$ cat config.mk
export PLATFORM = sky130hd
export DESIGN_NAME = knns_ctrl
export DESIGN_NICKNAME = d
export VERILOG_FILES = /design/src/sv/knns_pkg.sv /design/src/sv/knns_ctrl.sv
export SDC_FILE = /design/constraint.sdc
export NUM_CORES = 1
export LEC_CHECK = 0
export BUFFER_PORTS_ARGS = -buffer_cell sky130_fd_sc_hd__clkbuf_2
export CORE_MARGIN = 2
export CORE_UTILIZATION = 30
export CTS_CLUSTER_SIZE = 30
export DETAILED_ROUTE_END_ITERATION = 12
export SYNTH_ARGS = -nofsm -noshare
export SYNTH_HDL_FRONTEND = slang
export SYNTH_SLANG_ARGS = --single-unit
$ cat constraint.sdc
create_clock -name clk -period 3 [get_ports clk]
set_input_delay 0.45 -clock clk [delete_from_list [all_inputs] [get_ports clk]]
set_output_delay 0.45 -clock clk [all_outputs]
set_load 0.05 [all_outputs]
$ cat src/sv/knns_pkg.sv
// shared types and constants for the k-nearest-neighbor search block
// no dependencies; used by every other file of the block except knns_ram
`default_nettype none

package knns_pkg;

  localparam int OP_W    = 2;
  localparam int COORD_W = 16;
  localparam int QIDX_W  = 8;
  localparam int NIDX_W  = 8;
  localparam int DIST_W  = 33;
  localparam int STAT_W  = 2;
  localparam int CFG_W   = 5;

  typedef logic [OP_W-1:0]   opcode_t;
  typedef logic [STAT_W-1:0] status_t;

  localparam opcode_t OP_CLEAR  = 2'd0;
  localparam opcode_t OP_APPEND = 2'd1;
  localparam opcode_t OP_QUERY  = 2'd2;

  localparam status_t ST_VALID  = 2'd0;
  localparam status_t ST_EMPTY  = 2'd1;
  localparam status_t ST_BADIDX = 2'd2;

  localparam logic [CFG_W-1:0] K_RESET = 5'd8;

  // controller to datapath commands
  typedef struct packed {
    logic    clear;
    logic    append;
    logic    rd_en;
    logic    rd_query;
    logic    rd_skip;
    logic    list_clear;
    logic    emit;
    logic    resp;
    logic    last;
    status_t resp_status;
  } cmd_t;

endpackage

`default_nettype wire

$ cat src/sv/knns_ctrl.sv
// controller for the k-nearest-neighbor search: op decode, scan and emit sequencing
// depends on knns_pkg; drives knns_dpath through knns_pkg::cmd_t
`default_nettype none

module knns_ctrl #(
  parameter int MAX_POINTS = 256,
  parameter int MAX_K = 16,
  localparam int IDX_W = $clog2(MAX_POINTS),
  localparam int CNT_W = $clog2(MAX_POINTS + 1)
) (
  input  wire logic                          clk,
  input  wire logic                          rst_n,
  input  wire logic                          in_tvalid,
  output logic                               in_tready,
  input  wire knns_pkg::opcode_t             in_opcode,
  input  wire logic [knns_pkg::QIDX_W-1:0]   in_qidx,
  input  wire logic                          cfg_we,
  input  wire logic [knns_pkg::CFG_W-1:0]    cfg_wdata,
  input  wire logic [CNT_W-1:0]              point_count,
  input  wire logic                          out_free,
  output knns_pkg::cmd_t                     cmd,
  output logic [IDX_W-1:0]                   rd_addr
);

  localparam int KW  = $clog2(MAX_K + 1);
  localparam int QW  = (knns_pkg::QIDX_W > CNT_W) ? knns_pkg::QIDX_W : CNT_W;
  localparam int MW0 = (CNT_W > KW) ? CNT_W : KW;
  localparam int MW  = (MW0 > knns_pkg::CFG_W) ? MW0 : knns_pkg::CFG_W;
  localparam logic [1:0] DRAIN_END = 2'd2;

  typedef enum logic [2:0] {
    S_IDLE, S_RESP, S_QRD, S_SCAN, S_DRAIN, S_EMIT
  } state_t;

  state_t                       state_r, state_nxt;
  logic [knns_pkg::CFG_W-1:0]   k_cfg_r;
  logic [IDX_W-1:0]             q_r, q_nxt;
  logic [KW-1:0]                kk_r, kk_nxt;
  logic [IDX_W-1:0]             scan_r, scan_nxt;
  logic [1:0]                   drain_r, drain_nxt;
  logic [KW-1:0]                emit_r, emit_nxt;
  knns_pkg::status_t            resp_st_r, resp_st_nxt;

  logic             accept;
  logic [QW-1:0]    q_ext;
  logic             bad_idx;
  logic [MW-1:0]    k_lim;
  logic [MW-1:0]    cnt_m1_w;
  logic [KW-1:0]    kk_new;
  logic [CNT_W-1:0] cnt_m1;
  logic [IDX_W-1:0] last_idx;
  logic             emit_last;

  assign in_tready = (state_r == S_IDLE);
  assign accept    = in_tvalid && in_tready;
  assign q_ext     = QW'(in_qidx);
  assign bad_idx   = q_ext >= QW'(point_count);
  assign cnt_m1    = point_count - CNT_W'(1);
  assign last_idx  = cnt_m1[IDX_W-1:0];
  assign cnt_m1_w  = MW'(point_count) - MW'(1);
  assign emit_last = (emit_r == kk_r - KW'(1));

  // k capped by MAX_K and by the number of other points
  always_comb begin
    k_lim = MW'(k_cfg_r);
    if (k_lim > MW'(MAX_K)) begin
      k_lim = MW'(MAX_K);
    end
    if (k_lim > cnt_m1_w) begin
      k_lim = cnt_m1_w;
    end
    kk_new = k_lim[KW-1:0];
  end

  always_comb begin
    state_nxt   = state_r;
    q_nxt       = q_r;
    kk_nxt      = kk_r;
    scan_nxt    = scan_r;
    drain_nxt   = drain_r;
    emit_nxt    = emit_r;
    resp_st_nxt = resp_st_r;
    cmd         = '0;
    rd_addr     = scan_r;
    unique case (state_r)
      S_IDLE: begin
        if (accept) begin
          unique case (in_opcode)
            knns_pkg::OP_CLEAR: begin
              cmd.clear = 1'b1;
            end
            knns_pkg::OP_APPEND: begin
              cmd.append = 1'b1;
            end
            knns_pkg::OP_QUERY: begin
              q_nxt  = q_ext[IDX_W-1:0];
              kk_nxt = kk_new;
              if (bad_idx) begin
                resp_st_nxt = knns_pkg::ST_BADIDX;
                state_nxt   = S_RESP;
              end else if (kk_new == '0) begin
                resp_st_nxt = knns_pkg::ST_EMPTY;
                state_nxt   = S_RESP;
              end else begin
                state_nxt = S_QRD;
              end
            end
            default: begin
            end
          endcase
        end
      end
      S_RESP: begin
        if (out_free) begin
          cmd.resp        = 1'b1;
          cmd.last        = 1'b1;
          cmd.resp_status = resp_st_r;
          state_nxt       = S_IDLE;
        end
      end
      S_QRD: begin
        cmd.rd_en      = 1'b1;
        cmd.rd_query   = 1'b1;
        cmd.list_clear = 1'b1;
        rd_addr        = q_r;
        scan_nxt       = '0;
        state_nxt      = S_SCAN;
      end
      S_SCAN: begin
        cmd.rd_en   = 1'b1;
        cmd.rd_skip = (scan_r == q_r);
        if (scan_r == last_idx) begin
          drain_nxt = '0;
          state_nxt = S_DRAIN;
        end else begin
          scan_nxt = scan_r + IDX_W'(1);
        end
      end
      S_DRAIN: begin
        drain_nxt = drain_r + 2'd1;
        if (drain_r == DRAIN_END) begin
          emit_nxt  = '0;
          state_nxt = S_EMIT;
        end
      end
      S_EMIT: begin
        if (out_free) begin
          cmd.emit = 1'b1;
          cmd.last = emit_last;
          if (emit_last) begin
            state_nxt = S_IDLE;
          end else begin
            emit_nxt = emit_r + KW'(1);
          end
        end
      end
      default: begin
        state_nxt = S_IDLE;
      end
    endcase
  end

  always_ff @(posedge clk) begin
    if (!rst_n) begin
      state_r <= S_IDLE;
      k_cfg_r <= knns_pkg::K_RESET;
    end else begin
      state_r <= state_nxt;
      if (cfg_we) begin
        k_cfg_r <= cfg_wdata;
      end
    end
    q_r       <= q_nxt;
    kk_r      <= kk_nxt;
    scan_r    <= scan_nxt;
    drain_r   <= drain_nxt;
    emit_r    <= emit_nxt;
    resp_st_r <= resp_st_nxt;
  end

endmodule

`default_nettype wire

==> results.py, run 1 <==
metrics = {
    "clock_tree": {
        "htreeDepth": 2,
        "ctsResizeCount": 0,
        "cts_setup_buffers": 0,
        "numCtsBuffers": 5,
        "cts_sinks": 38,
        "cts_hold_buf": 0,
        "clk_pin_slew_ps": 80,
        "cts_root_buffer": "clkbuf_8",
        "clkLatencyLatePin_ps": 300,
        "cts_tree": "done",
        "cts_buffer_depth": 2,
    },
    "sta": {
        "finalCritPeriodShare": 0.894,
        "rsz0062_at_grt": "no",
        "tightest_slew_ps": 723,
        "setup_viol": 0,
        "slew_headroom": 0.514,
        "hold_viol": 0,
        "tns_ps": 0,
        "maxSlewViolCount": 0,
        "min_period_ps": 2680,
        "clock.fmax_ghz": 0.373,
        "layout_setup_ws_ps": 319,
        "skew_ps": 12.9,
    },
    "global_routing": {
        "grt_pass1_wl_mm": 10.3,
        "grt_pass1_vias": 2147,
        "grt_overflow": 0,
        "grt_max_degree": 18,
        "grt_use_total": 0.130,
        "antenna_found_initial": 0,
    },
    "logic_synthesis": {
        "yosys_most_used_dff": "edfxtp_1",
        "syn_area_per_cell_um2": 9.83,
        "syn_inst": 285,
        "yosysSeqAreaShare": 0.379,
        "synth_area_um2": 2800,
        "syn_nets": 332,
        "synth-edff-count": 30,
        "ys_ff_latch": 38,
        "ys_warn_count": 0,
        "ys_types": 62,
        "synthArstFlopShare": 0,
    },
    "critical_path": {
        "start_kind": "flip-flop",
        "cp.arrival_ps": 2230,
        "end_kind": "output pin",
        "crit_start": "kk_r[0]",
        "cp_max_fo": 4,
        "r2r-start": "k_cfg_r[4]",
        "r2r_end": "resp_st_r[1]",
        "rrSetupSlack_ps": 540,
        "cp-endpoint": "cmd[2]",
        "critPathKind": "reg2out",
        "reg2reg_depth": 9,
        "critPathRequiredTime_ps": 2550,
    },
    "cells_and_area": {
        "drive_gt1_frac": 0.276,
        "seqCellArea_um2": 1060,
        "fillers": 950,
        "area_delta_synth_final_pct": 17.3,
        "multiInputGateArea_um2": 1610,
        "finalNonFillerCells": 448,
        "num_antenna_cells": 0,
        "nNetsFinal": 383,
    },
    "placement": {
        "dpl.hpwl_mm": 5.18,
        "dp.cells": 440,
        "dp_slack_ps": 13.0,
        "io_buffer_count": 48,
        "gp_congestion": 0.845,
    },
    "routing": {
        "drt_iter0_markers": 89,
        "drc_errors": 0,
        "vias_per_cell": 4.97,
        "dr.pass1.iters": 5,
        "wl_per_cell_um": 14.0,
        "finalWirelength_mm": 6.28,
        "ant_nets": 0,
        "via_count": 2225,
    },
    "status": {
        "status": "completed",
    },
    "pwr": {
        "p_per_area_nw_per_um2": 395,
        "finalPower_mw": 1.30,
        "vdd_drop_max_v": 0.000152,
        "p_leak_nw": 1.35,
    },
    "floorplan": {
        "rows": 35,
        "die_area_um2": 10100,
        "pin_count": 49,
        "core_area_um2": 9150,
        "die_y_um": 101,
        "start_util": 0.306,
        "die_w_um": 101,
    },
    "worst_hold_path": {
        "hold_path_class": "in2reg",
    },
    "run": {
        "max_cap_violations": 0,
    },
}
-- cell usage in the layout, fill, tap and decap left out, types with 7 or more instances in the layout --
cell | netlist | final
clkbuf_2 | 1 | 48
edfxtp_1 | 30 | 30
nor2_1 | 28 | 28
inv_1 | 21 | 21
ha_1 | 18 | 18
xnor2_1 | 17 | 17
xor2_1 | 15 | 15
nand2_1 | 13 | 13
nand3_1 | 12 | 12
a21oi_1 | 11 | 11
buf_4 | 3 | 9
nor2b_1 | 8 | 8
mux2_2 | 8 | 8
dfxtp_1 | 8 | 8
mux2i_1 | 7 | 7
and3_1 | 7 | 7
-- cell type report --
class / count / area share
clock buffer: 6 / 0.0251
timing repair buffer: 57 / 0.0936
inverter: 21 / 0.0240
sequential: 38 / 0.323
clock inverter: 2 / 0.00381
multi-input combinational: 213 / 0.489
tap: 111 / 0.0422
-- metal layers --
metal  GRT usage  wire (um)
met5           0          0
met2       0.222       3070
met1       0.166       2880
met4      0.0474        119
met3      0.0215        223
-- critical path, cell delays in order, from the launching register on --
cell,delay [ps]
edfxtp_1,380
inv_1,60
ha_1,220
xor2_1,180
o31ai_1,280
nand4_1,230
a211oi_1,280
clkbuf_2,320
-- Yosys cell counts (all sizes together) (7+ instances only) --
cell type / number / area share
clkbuf: 7 / 0.013
edfxtp: 30 / 0.32
nand2: 14 / 0.020
a21oi: 11 / 0.020
nor3: 7 / 0.017
o21ai: 7 / 0.012
inv: 21 / 0.028
and3: 8 / 0.018
ha: 18 / 0.080
mux2i: 7 / 0.025
nor2: 28 / 0.037
xor2: 15 / 0.047
mux2: 8 / 0.032
xnor2: 17 / 0.053
nand3: 12 / 0.021
nor2b: 8 / 0.018
dfxtp: 8 / 0.057
-- logic make-up after synthesis --
| logic type | Yosys count | synth area share |
|---|---|---|
| xor+xnor | 33 | 0.108 |
| buf+inv | 34 | 0.0589 |
| fa+ha+maj | 18 | 0.0804 |
| flops | 38 | 0.379 |
| simple gates | 107 | 0.214 |
| compound gates | 40 | 0.102 |
| mux | 15 | 0.0571 |
-- state kept, by name, summed over array words and instances (netlist names) --
signal	flops
resp_st_r	2
k_cfg_r	5
scan_r	8
emit_r	5
q_r	8
drain_r	2
kk_r	5
state_r	3
-- report_power, final --
group	switching (mW)	internal, mW
Combinational	0.195	0.123
Clock	0.185	0.185
Sequential	0.0252	0.588
-- worst min-delay path by stage --
stage | slack [ps] | cells after the start | start | to
after floorplan | 470 | 2 | k_cfg_r[3] | k_cfg_r[3]
after global placement | 490 | 2 | k_cfg_r[3] | k_cfg_r[3]
after detailed placement | 510 | 2 | k_cfg_r[3] | k_cfg_r[3]
after CTS | 350 | 1 | in_qidx[5] | q_r[5]
after global routing | 350 | 1 | in_qidx[5] | q_r[5]
final | 360 | 1 | in_qidx[5] | q_r[5]
-- metrics by stage --
| stage | area [um^2] | util | hold WS, ps |
|---|---|---|---|
| detailed placement | 3190 | 0.349 | 507 |
| floorplan | 2830 | - | 465 |
| CTS | 3290 | 0.359 | 353 |
| global route | 3290 | 0.359 | 346 |
| finish | 3290 | 0.359 | 356 |
| global placement | 3190 | 0.349 | 491 |
Note: power is estimated with default switching activity, not from simulation.
==> inputs of run 2 (changes only) <==
--- a/config.mk
+++ b/config.mk
@@ -6,6 +6,7 @@
 export NUM_CORES = 1
 export LEC_CHECK = 0
 export BUFFER_PORTS_ARGS = -buffer_cell sky130_fd_sc_hd__clkbuf_2
+export CORE_ASPECT_RATIO = 0.75
 export CORE_MARGIN = 2
 export CORE_UTILIZATION = 30
 export CTS_CLUSTER_SIZE = 30
==> constraint.sdc (replaced) <==
create_clock -name clk -period 2.97 [get_ports clk]
set_input_delay 0.4455 -clock clk [delete_from_list [all_inputs] [get_ports clk]]
set_output_delay 0.4455 -clock clk [all_outputs]
set_load 0.05 [all_outputs]
==> results.py, run 2 (synthesized netlist as in run 1, its figures left out) <==
metrics = {
    "status": {
        "status": "completed",
    },
    "sta": {
        "skew_ps": 6.40,
        "min_period_ps": 2690,
        "tns_ps": 0,
        "hold_viol": 0,
        "maxSlewViolCount": 0,
        "rsz0062_at_grt": "no",
        "layout_setup_ws_ps": 276,
        "clock.fmax_ghz": 0.371,
        "slew_headroom": 0.531,
        "finalCritPeriodShare": 0.907,
        "tightest_slew_ps": 697,
        "setup_viol": 0,
    },
    "cells_and_area": {
        "final_common_cell": "clkbuf_2",
        "final_util": 0.372,
        "reg_top3": "q_r: 8 flops, scan_r: 8 flops",
        "drive_gt1_frac": 0.275,
        "final_cell_mix": "48 x clkbuf_2, 30 x edfxtp_1, 28 x nor2_1",
        "final_area_um2": 3360,
        "nNetsFinal": 384,
        "area_delta_synth_final_pct": 20.0,
        "num_antenna_cells": 0,
    },
    "worst_hold_path": {
        "hold_path_depth": 1,
        "hold_path.startpoint": "in_qidx[0]",
        "min_to": "q_r[0]",
        "hold_path_class": "in2reg",
    },
    "global_routing": {
        "grt_pass1_wl_mm": 10.8,
        "grt_use_total": 0.136,
        "grt_max_degree": 18,
        "antenna_found_initial": 0,
        "grt_pass1_vias": 2120,
        "grt_overflow": 0,
    },
    "clock_tree": {
        "cts_buffer_depth": 2,
        "htreeDepth": 2,
        "cts_root_buffer": "clkbuf_16",
        "ctsResizeCount": 0,
        "clkLatencyLatePin_ps": 280,
        "clk_pin_slew_ps": 60,
        "cts_sinks": 38,
        "cts_setup_buffers": 0,
        "numCtsBuffers": 5,
        "cts_tree": "done",
        "cts_hold_buf": 0,
    },
    "run": {
        "max_cap_violations": 0,
    },
    "critical_path": {
        "critPathKind": "reg2out",
        "end_kind": "output pin",
        "start_kind": "flip-flop",
        "reg2reg_depth": 9,
        "r2r-start": "k_cfg_r[4]",
        "cp.arrival_ps": 2250,
        "cp_max_fo": 4,
        "r2r_end": "resp_st_r[1]",
        "rrSetupSlack_ps": 520,
        "critPathRequiredTime_ps": 2520,
    },
    "routing": {
        "wl_per_cell_um": 14.1,
        "via_count": 2235,
        "finalWirelength_mm": 6.59,
        "dr.pass1.iters": 4,
        "drc_errors": 0,
        "drt_iter0_markers": 81,
        "ant_nets": 0,
        "vias_per_cell": 4.80,
    },
    "pwr": {
        "swShare": 0.297,
        "finalPower_mw": 1.46,
        "p_sw_mw": 0.434,
        "p_comb_frac": 0.222,
        "p_seq_frac": 0.425,
        "p_int_mw": 1.03,
        "pwr-share-clk": 0.352,
        "p_per_area_nw_per_um2": 434,
        "vdd_drop_max_v": 0.000240,
        "p_leak_nw": 1.38,
    },
    "floorplan": {
        "die_area_um2": 10100,
        "rows": 30,
        "die_y_um": 87.7,
        "start_util": 0.310,
        "pin_count": 49,
        "die_w_um": 116,
        "core_area_um2": 9050,
    },
    "placement": {
        "placed_area_um2": 3220,
        "gp_congestion": 0.855,
        "io_buffer_count": 48,
        "dp_slack_ps": 77.0,
        "dpl.hpwl_mm": 5.28,
    },
}
-- run 2: cell types whose count changed in the layout (fill, tap and decap cells not counted), sizes merged --
cell and delta:
buf +1, clkbuf -1, clkinv +1
-- run 2: cell type report --
type | count | area, um^2
fillers | 913 | 5680
flip-flops and latches | 38 | 1060
multi-input cells | 213 | 1610
repair buffers | 58 | 315
clock inverters | 3 | 16.3
inverters | 21 | 78.8
clock buffers | 5 | 125
well taps | 128 | 160
-- run 2: worst max-delay path by stage --
stage	from	endpoint	slack, ps	depth (start not counted)
4_1_cts	kk_r[0]	cmd[2]	250	7
3_3_place_gp	point_count[2]	resp_st_r[0]	50	9
5_1_grt	kk_r[0]	cmd[2]	70	7
2_1_floorplan	state_r[1]	cmd[6]	20	4
6_report	kk_r[0]	cmd[2]	280	7
3_5_place_dp	point_count[0]	resp_st_r[0]	80	11
-- run 2: through the flow --
stage | hold slack, ps | std cells
2_1_floorplan | 465 | 285
4_1_cts | 362 | 466
3_5_place_dp | 507 | 458
5_1_grt | 362 | 466
3_3_place_gp | 489 | 458
6_report | 362 | 466
-- run 2: metal layers --
metal | share of wire | vias to the layer above | track usage
met5 | 0 | - | 0
met2 | 0.44 | 47 | 0.208
met3 | 0.037 | 6 | 0.0353
li1 | - | 1121 | -
met4 | 0.0073 | 0 | 0.0216
met1 | 0.51 | 1061 | 0.197
-- run 2: critical path, cell delays in order, from the launching register on --
cell and delay [ps]:
edfxtp_1 380, inv_1 60, ha_1 220, xor2_1 180
o31ai_1 230, nand4_1 240, a211oi_1 320, clkbuf_2 330
-- run 2: power groups by stage --
stage,clock network [mW],logic [mW],registers [mW]
floorplan,0,0.248,0.617
global placement,0,0.320,0.632
detailed placement,0,0.324,0.632
CTS,0.521,0.326,0.621
global route,0.542,0.353,0.624
finish,0.514,0.324,0.621
==> inputs of run 3 (changes only) <==
--- a/config.mk
+++ b/config.mk
@@ -11,6 +11,7 @@
 export CORE_UTILIZATION = 30
 export CTS_CLUSTER_SIZE = 30
 export DETAILED_ROUTE_END_ITERATION = 12
+export MAX_ROUTING_LAYER = met4
 export SYNTH_ARGS = -nofsm -noshare
 export SYNTH_HDL_FRONTEND = slang
 export SYNTH_SLANG_ARGS = --single-unit
==> results.py, run 3 (synthesized netlist as in run 1, its figures left out) <==
metrics = {
    "status": {
        "status": "completed",
    },
    "routing": {
        "top_layer_used": "met4",
        "drc_errors": 0,
        "dr.pass1.iters": 4,
        "wl_met3_um": 337,
        "dr_wl_met2_mm": 2.94,
        "wl_per_cell_um": 14.2,
        "finalWirelength_mm": 6.60,
        "wl_met1_mm": 3.24,
        "via_count": 2216,
        "drt_iter0_markers": 54,
        "ant_nets": 0,
        "vias_per_cell": 4.77,
    },
    "sta": {
        "tightest_slew_ps": 752,
        "setup_viol": 0,
        "finalCritPeriodShare": 0.911,
        "tns_ps": 0,
        "min_period_ps": 2700,
        "fin_worst_hold_slack_ps": 356,
        "clock.fmax_ghz": 0.370,
        "slew_headroom": 0.494,
        "skew_ps": 7.60,
        "hold_viol": 0,
        "maxSlewViolCount": 0,
        "rsz0062_at_grt": "no",
    },
    "placement": {
        "dp.cells": 457,
        "placed_area_um2": 3210,
        "gp_congestion": 0.867,
        "io_buffer_count": 48,
        "dpl.hpwl_mm": 5.30,
    },
    "clock_tree": {
        "ctsResizeCount": 0,
        "cts_setup_buffers": 0,
        "numCtsBuffers": 5,
        "htreeDepth": 2,
        "cts_tree": "done",
        "clkLatencyLatePin_ps": 280,
        "cts_buffer_depth": 2,
        "cts_sinks": 38,
        "cts_root_buffer": "clkbuf_16",
        "cts_hold_buf": 0,
        "clk_pin_slew_ps": 60,
    },
    "floorplan": {
        "die_w_um": 116,
        "rows": 30,
        "pin_count": 49,
        "core_area_um2": 9050,
        "die_area_um2": 10100,
        "start_util": 0.310,
        "die_y_um": 87.7,
    },
    "cells_and_area": {
        "reg_top3": "q_r: 8 flops, scan_r: 8 flops",
        "final_util": 0.371,
        "final_area_um2": 3350,
        "final_cell_mix": "48 x clkbuf_2, 30 x edfxtp_1, 28 x nor2_1",
        "drive_gt1_frac": 0.273,
        "final_common_cell": "clkbuf_2",
        "nNetsFinal": 383,
        "fillers": 929,
        "area_delta_synth_final_pct": 19.6,
        "num_antenna_cells": 0,
        "finalNonFillerCells": 465,
    },
    "critical_path": {
        "cp.arrival_ps": 2260,
        "cp_max_fo": 4,
        "critPathKind": "reg2out",
        "end_kind": "output pin",
        "critPathRequiredTime_ps": 2520,
        "start_kind": "flip-flop",
    },
    "pwr": {
        "p_per_area_nw_per_um2": 434,
        "p_leak_nw": 1.37,
        "vdd_drop_max_v": 0.000295,
    },
    "global_routing": {
        "grt_pass1_wl_mm": 11.0,
        "grt_max_degree": 18,
        "grt_pass1_vias": 2169,
        "grt_use_total": 0.144,
        "antenna_found_initial": 0,
        "grt_overflow": 0,
    },
    "run": {
        "max_cap_violations": 0,
    },
    "worst_hold_path": {
        "hold_path_class": "in2reg",
    },
}
## run 3: layer usage
| metal | vias up | global-route usage |
|---|---|---|
| li1 | 1124 | - |
| met1 | 1030 | 0.200 |
| met2 | 55 | 0.212 |
| met3 | 7 | 0.0304 |
| met4 | 0 | 0.0411 |
| met5 | - | - |
## run 3: through the flow
| stage | setup slack, ps | power, mW |
|---|---|---|
| finish | 265 | 1.46 |
| global route | 40.5 | 1.53 |
| CTS | 227 | 1.47 |
| detailed placement | 106 | 0.955 |
| global placement | 93.5 | 0.951 |
| floorplan | 16.6 | 0.865 |
## run 3: final timing paths
| path | start | slack, ps | to | cells after the start |
|---|---|---|---|---|
| setup / recovery | kk_r[0] | 270 | cmd[2] | 7 |
| hold / removal | in_qidx[0] | 360 | q_r[0] | 1 |
| setup reg to reg | k_cfg_r[4] | 490 | resp_st_r[0] | 9 |
| hold reg to reg | k_cfg_r[3] | 500 | k_cfg_r[3] | 2 |
## run 3: critical path: stages (launching register included)
cell and delay (ps):
edfxtp_1 400, inv_1 60, ha_1 220, xor2_1 180
o31ai_1 250, nand4_1 230, a211oi_1 300, clkbuf_2 320
## run 3: power breakdown
part           switching (mW)  leakage, nW  internal [mW]
clock                   0.204       0.0706          0.308
combinational           0.198        0.976          0.124
sequential             0.0275        0.327          0.594
## run 3: area by class of cell
cell class,instances,area (um^2),area share
Sequential cell,38,1060,0.316
Tap cell,128,160,0.0478
Clock buffer,6,129,0.0384
Inverter,21,78.8,0.0235
Multi-Input combinational cell,213,1610,0.479
Clock inverter,2,10.0,0.00299
Timing Repair Buffer,57,308,0.0918
